--- src/hdl/ptp_pkg.sv ---
// ----------------------------------------------------------------------------
// ptp_pkg
// Shared types and constants for the priority table with promote.
// ----------------------------------------------------------------------------
package ptp_pkg;

  localparam int CAPACITY_DEF = 64;
  localparam int DATA_W       = 32;
  localparam int PRI_W        = 16;
  localparam int ID_W         = 6;
  localparam int MODE_W       = 3;

  localparam logic [MODE_W-1:0] MODE_ADD     = 3'd0;
  localparam logic [MODE_W-1:0] MODE_PROMOTE = 3'd1;
  localparam logic [MODE_W-1:0] MODE_POP     = 3'd2;
  localparam logic [MODE_W-1:0] MODE_PEEK    = 3'd3;
  localparam logic [MODE_W-1:0] MODE_CHECK   = 3'd4;

  typedef enum logic [1:0] {
    ST_OK    = 2'd0,
    ST_FULL  = 2'd1,
    ST_DEAD  = 2'd2,
    ST_EMPTY = 2'd3
  } status_t;

  typedef enum logic [2:0] {
    S_IDLE,
    S_CMD,
    S_LOOKUP,
    S_SCAN,
    S_SCAN_END,
    S_FINISH
  } state_t;

  typedef struct packed {
    logic              live;
    logic [PRI_W-1:0]  pri;
    logic [DATA_W-1:0] data;
  } row_t;

endpackage

--- src/hdl/ptp_store.sv ---
// ----------------------------------------------------------------------------
// ptp_store
// Entry table: one write port, one registered read port.
// ----------------------------------------------------------------------------
module ptp_store import ptp_pkg::*; #(
  parameter int CAPACITY = CAPACITY_DEF,
  localparam int AW = (CAPACITY > 1) ? $clog2(CAPACITY) : 1
) (
  input  logic          clk,
  input  logic [AW-1:0] rd_addr,
  output row_t          rd_row,
  input  logic          wr_en,
  input  logic [AW-1:0] wr_addr,
  input  row_t          wr_row
);

  row_t mem [CAPACITY];

  always_ff @(posedge clk) begin
    if (wr_en) begin
      mem[wr_addr] <= wr_row;
    end
    rd_row <= mem[rd_addr];
  end

endmodule

--- config.mk ---
export PLATFORM = sky130hd
export DESIGN_NAME = ptp_store
export DESIGN_NICKNAME = d
export VERILOG_FILES = /design/src/hdl/ptp_pkg.sv /design/src/hdl/ptp_store.sv
export SDC_FILE = /design/constraint.sdc
export NUM_CORES = 2
export LEC_CHECK = 0
export ABC_CLOCK_PERIOD_IN_PS = 5920
export BUFFER_PORTS_ARGS = -buffer_cell sky130_fd_sc_hd__buf_2
export CORE_MARGIN = 5
export CORE_UTILIZATION = 30
export DETAILED_ROUTE_END_ITERATION = 8
export SLEW_MARGIN = 20
export SYNTH_ARGS = -nofsm -noshare
export SYNTH_HDL_FRONTEND = slang
export SYNTH_SLANG_ARGS = --single-unit
--- constraint.sdc ---
create_clock -name clk -period 5.92 [get_ports clk]
set_clock_uncertainty 0.15 [all_clocks]
set_input_delay 0.296 -clock clk [delete_from_list [all_inputs] [get_ports clk]]
set_output_delay 0.296 -clock clk [all_outputs]
set_load 0.005 [all_outputs]
==> impl_metrics.toml <==
[sta]
rsz0062_at_grt = "false"
max_slew_margin_pct = 19.56
slew_viol_final = 0
tns_ps = 0
fin_ws_ps = 2852
period_needed_ps = 3068
tightest_slew_ps = 1204
period_share_pct = 51.82
finalSetupViolCount = 0
hold_ws_ps = 51.12
hold_violations = 0
fmax_ghz = 0.3260

[synth]
yosysWarnings = 0
syn_avg_cell_area_um2 = 22.71
synthFlopType = "edfxtp_1"
synthArstFlopShare_pct = 0
syn_inst = 5283
synth_edf_count = 3136
syn_nets = 5346
ys_types = 42
netlist.area_leader.share_pct = 78.48
synth_top_cell_by_area = "edfxtp_1"
seq_area_frac_synth_pct = 79.30
ys_top_cells_by_area = "edfxtp_1 78%, mux4_2 14%, dfxtp_1 0.82%"
synth_area_um2 = 120000
ys_seq_elements = 3185

[placement]
dp_hpwl_um = 189100
dpl.cell_count = 10532
dpl_cell_area_um2 = 127900
portBuffers = 111
place_ws_ps = 2313
routabilityCongestion = 0.7864

[global_route]
gr-total-overflow = 0
antenna_found_initial = 38
grt_max_degree = 115
grt_pass1_wl_um = 488600
track_usage_pct = 16.57
grt_pass1_vias = 60041

[routing]
wl_per_cell_um = 31.53
vias = 60090
drt.antenna.violating_nets = 0
met3_length_um = 31890
wl_met1_um = 138000
top_layer = "met5"
vias_per_cell = 5.375
dr.pass1.iters = 5
drc = 0
wl_met2_um = 169500
drtIter0Drc = 8197
drt-total-wl_um = 352500

[cts]
insertion_delay_ps = 860
numClockSinks = 3185
cts-root-buf = "clkbuf_16"
cts.clk_slew.worst_paths_ps = 60
numCtsBuffers = 330
cts_buffer_depth = 4
htree_levels = 5
cts_tree = "built"
ctsResizeCount = 0

[power]
p_per_area_nw_per_um2 = 341.3
p_total_mw = 47.39
swShare_pct = 21.27
intPower_mw = 37.31
sequentialPowerShare_pct = 52.9
p_sw_mw = 10.08
power.leakage_nw = 42.21
ir_worst_vdd_uv = 243.7
p_comb_share_pct = 4.7
power_frac_clock_pct = 42.4

[critical_path]
cp-start-kind = "input pin"
crit_arrival_ps = 3690
cp_max_fo = 49
end_kind = "flip-flop"
cpPeakStageDelay_ps = 790
cp.buffers_inverters = 3
cp.required_ps = 6540
crit_slowest_cell = "a2111oi_0"
crit_family = "buffers and inverters"
worstPathCellList = "dlygate4sd3_1 > buf_8 > buf_4 > mux4_2 > a2111oi_0 > nor3_1 > and4_1"
criticalPathCategory = "in2reg"

[die]
ios = 112
num_rows = 232
fp.dieW_um = 642.4
die-area_um2 = 412700
core-area_um2 = 398800
initial_core_util_pct = 30.09
chipHeight_um = 642.4

[finish]
area_growth_pct = 15.72
stdcell_count = 11180
final_core_util_pct = 34.82
layout_common_cells = "3136 x edfxtp_1, 743 x mux4_2, 336 x clkbuf_16"
layout-drive-gt1-share_pct = 26.47
fillers = 36597
multi_input_area_um2 = 23770
seqCellArea_um2 = 95150
post-route-cell-area_um2 = 138900
final_common_cell = "edfxtp_1"
fin_nets = 5710

[run_status]
status = "complete, no violations"

[hold_path]
hold_class = "in2reg"

[run]
max-cap-violations = 0
==> layer usage <==
| layer | up-vias | track usage, % |
|---|---|---|
| li1 | 23355 | - |
| met1 | 32769 | 22.39 |
| met2 | 3335 | 26.89 |
| met3 | 625 | 3.217 |
| met4 | 6 | 5.582 |
| met5 | - | 0 |
==> final timing paths <==
path / startpoint / end / slack, ps / cells past startpoint
hold / removal: wr_row[0] / mem[47][0] / 50 / 1
hold reg to reg: mem[57][22] / rd_row[22] / 670 / 4
setup reg to reg: mem[15][15] / rd_row[15] / 3630 / 5
setup / recovery: rd_addr[2] / rd_row[48] / 2850 / 7
==> cell usage after synthesis (29+ instances only) <==
| cell | number |
|---|---|
| nand2_1 | 184 |
| a21oi_1 | 51 |
| nor2_1 | 88 |
| mux4_2 | 743 |
| o221ai_1 | 78 |
| a22oi_1 | 95 |
| nor2b_1 | 29 |
| clkbuf_1 | 131 |
| nand3_1 | 85 |
| nand4_1 | 81 |
| o22ai_1 | 85 |
| buf_2 | 90 |
| dfxtp_1 | 49 |
| mux2i_1 | 85 |
| and3_1 | 39 |
| a211oi_1 | 41 |
| edfxtp_1 | 3136 |
| buf_4 | 39 |
==> worst register-to-register path, delay by kind of cell (launching register included) <==
| family | cells | cell delay (ps) |
|---|---|---|
| compound gates | 2 | 770 |
| flops | 1 | 370 |
| mux | 1 | 460 |
| simple gates | 2 | 420 |
==> power by group through the flow <==
stage	logic, mW	registers [mW]	clock network, mW
global placement	2.15	25.6	0
floorplan	1.16	25.5	0
finish	2.20	25.1	20.1
global route	2.34	25.1	21.3
CTS	2.21	25.1	20.4
detailed placement	2.19	25.6	0
==> logic make-up after synthesis <==
| kind of cell | after synthesis | share of synthesized area, % |
|---|---|---|
| compound gates | 394 | 2.395 |
| buf+inv | 308 | 1.342 |
| flops | 3185 | 79.30 |
| mux | 828 | 14.65 |
| simple gates | 568 | 2.311 |
==> area by class of cell <==
cell class,count,share of cell area (%)
antenna,13,0.02343
clock buffer,419,6.330
clock inverter,168,1.133
inverter,1,0.004505
multi-input combinational,1790,17.12
sequential,3185,68.52
tap,5265,4.744
timing repair buffer,339,2.122
==> sequential cells by signal, summed over array words and instances, names as in the netlist <==
name    count
rd_row     49
mem      3136
==> timing repair <==
action / 4_1_cts / 5_1_grt
hold endpoints to repair: 731 / 1584
hold buffers: 19 / 25
setup buffers: 0 / 0
Power figures use the tool's default switching activity.
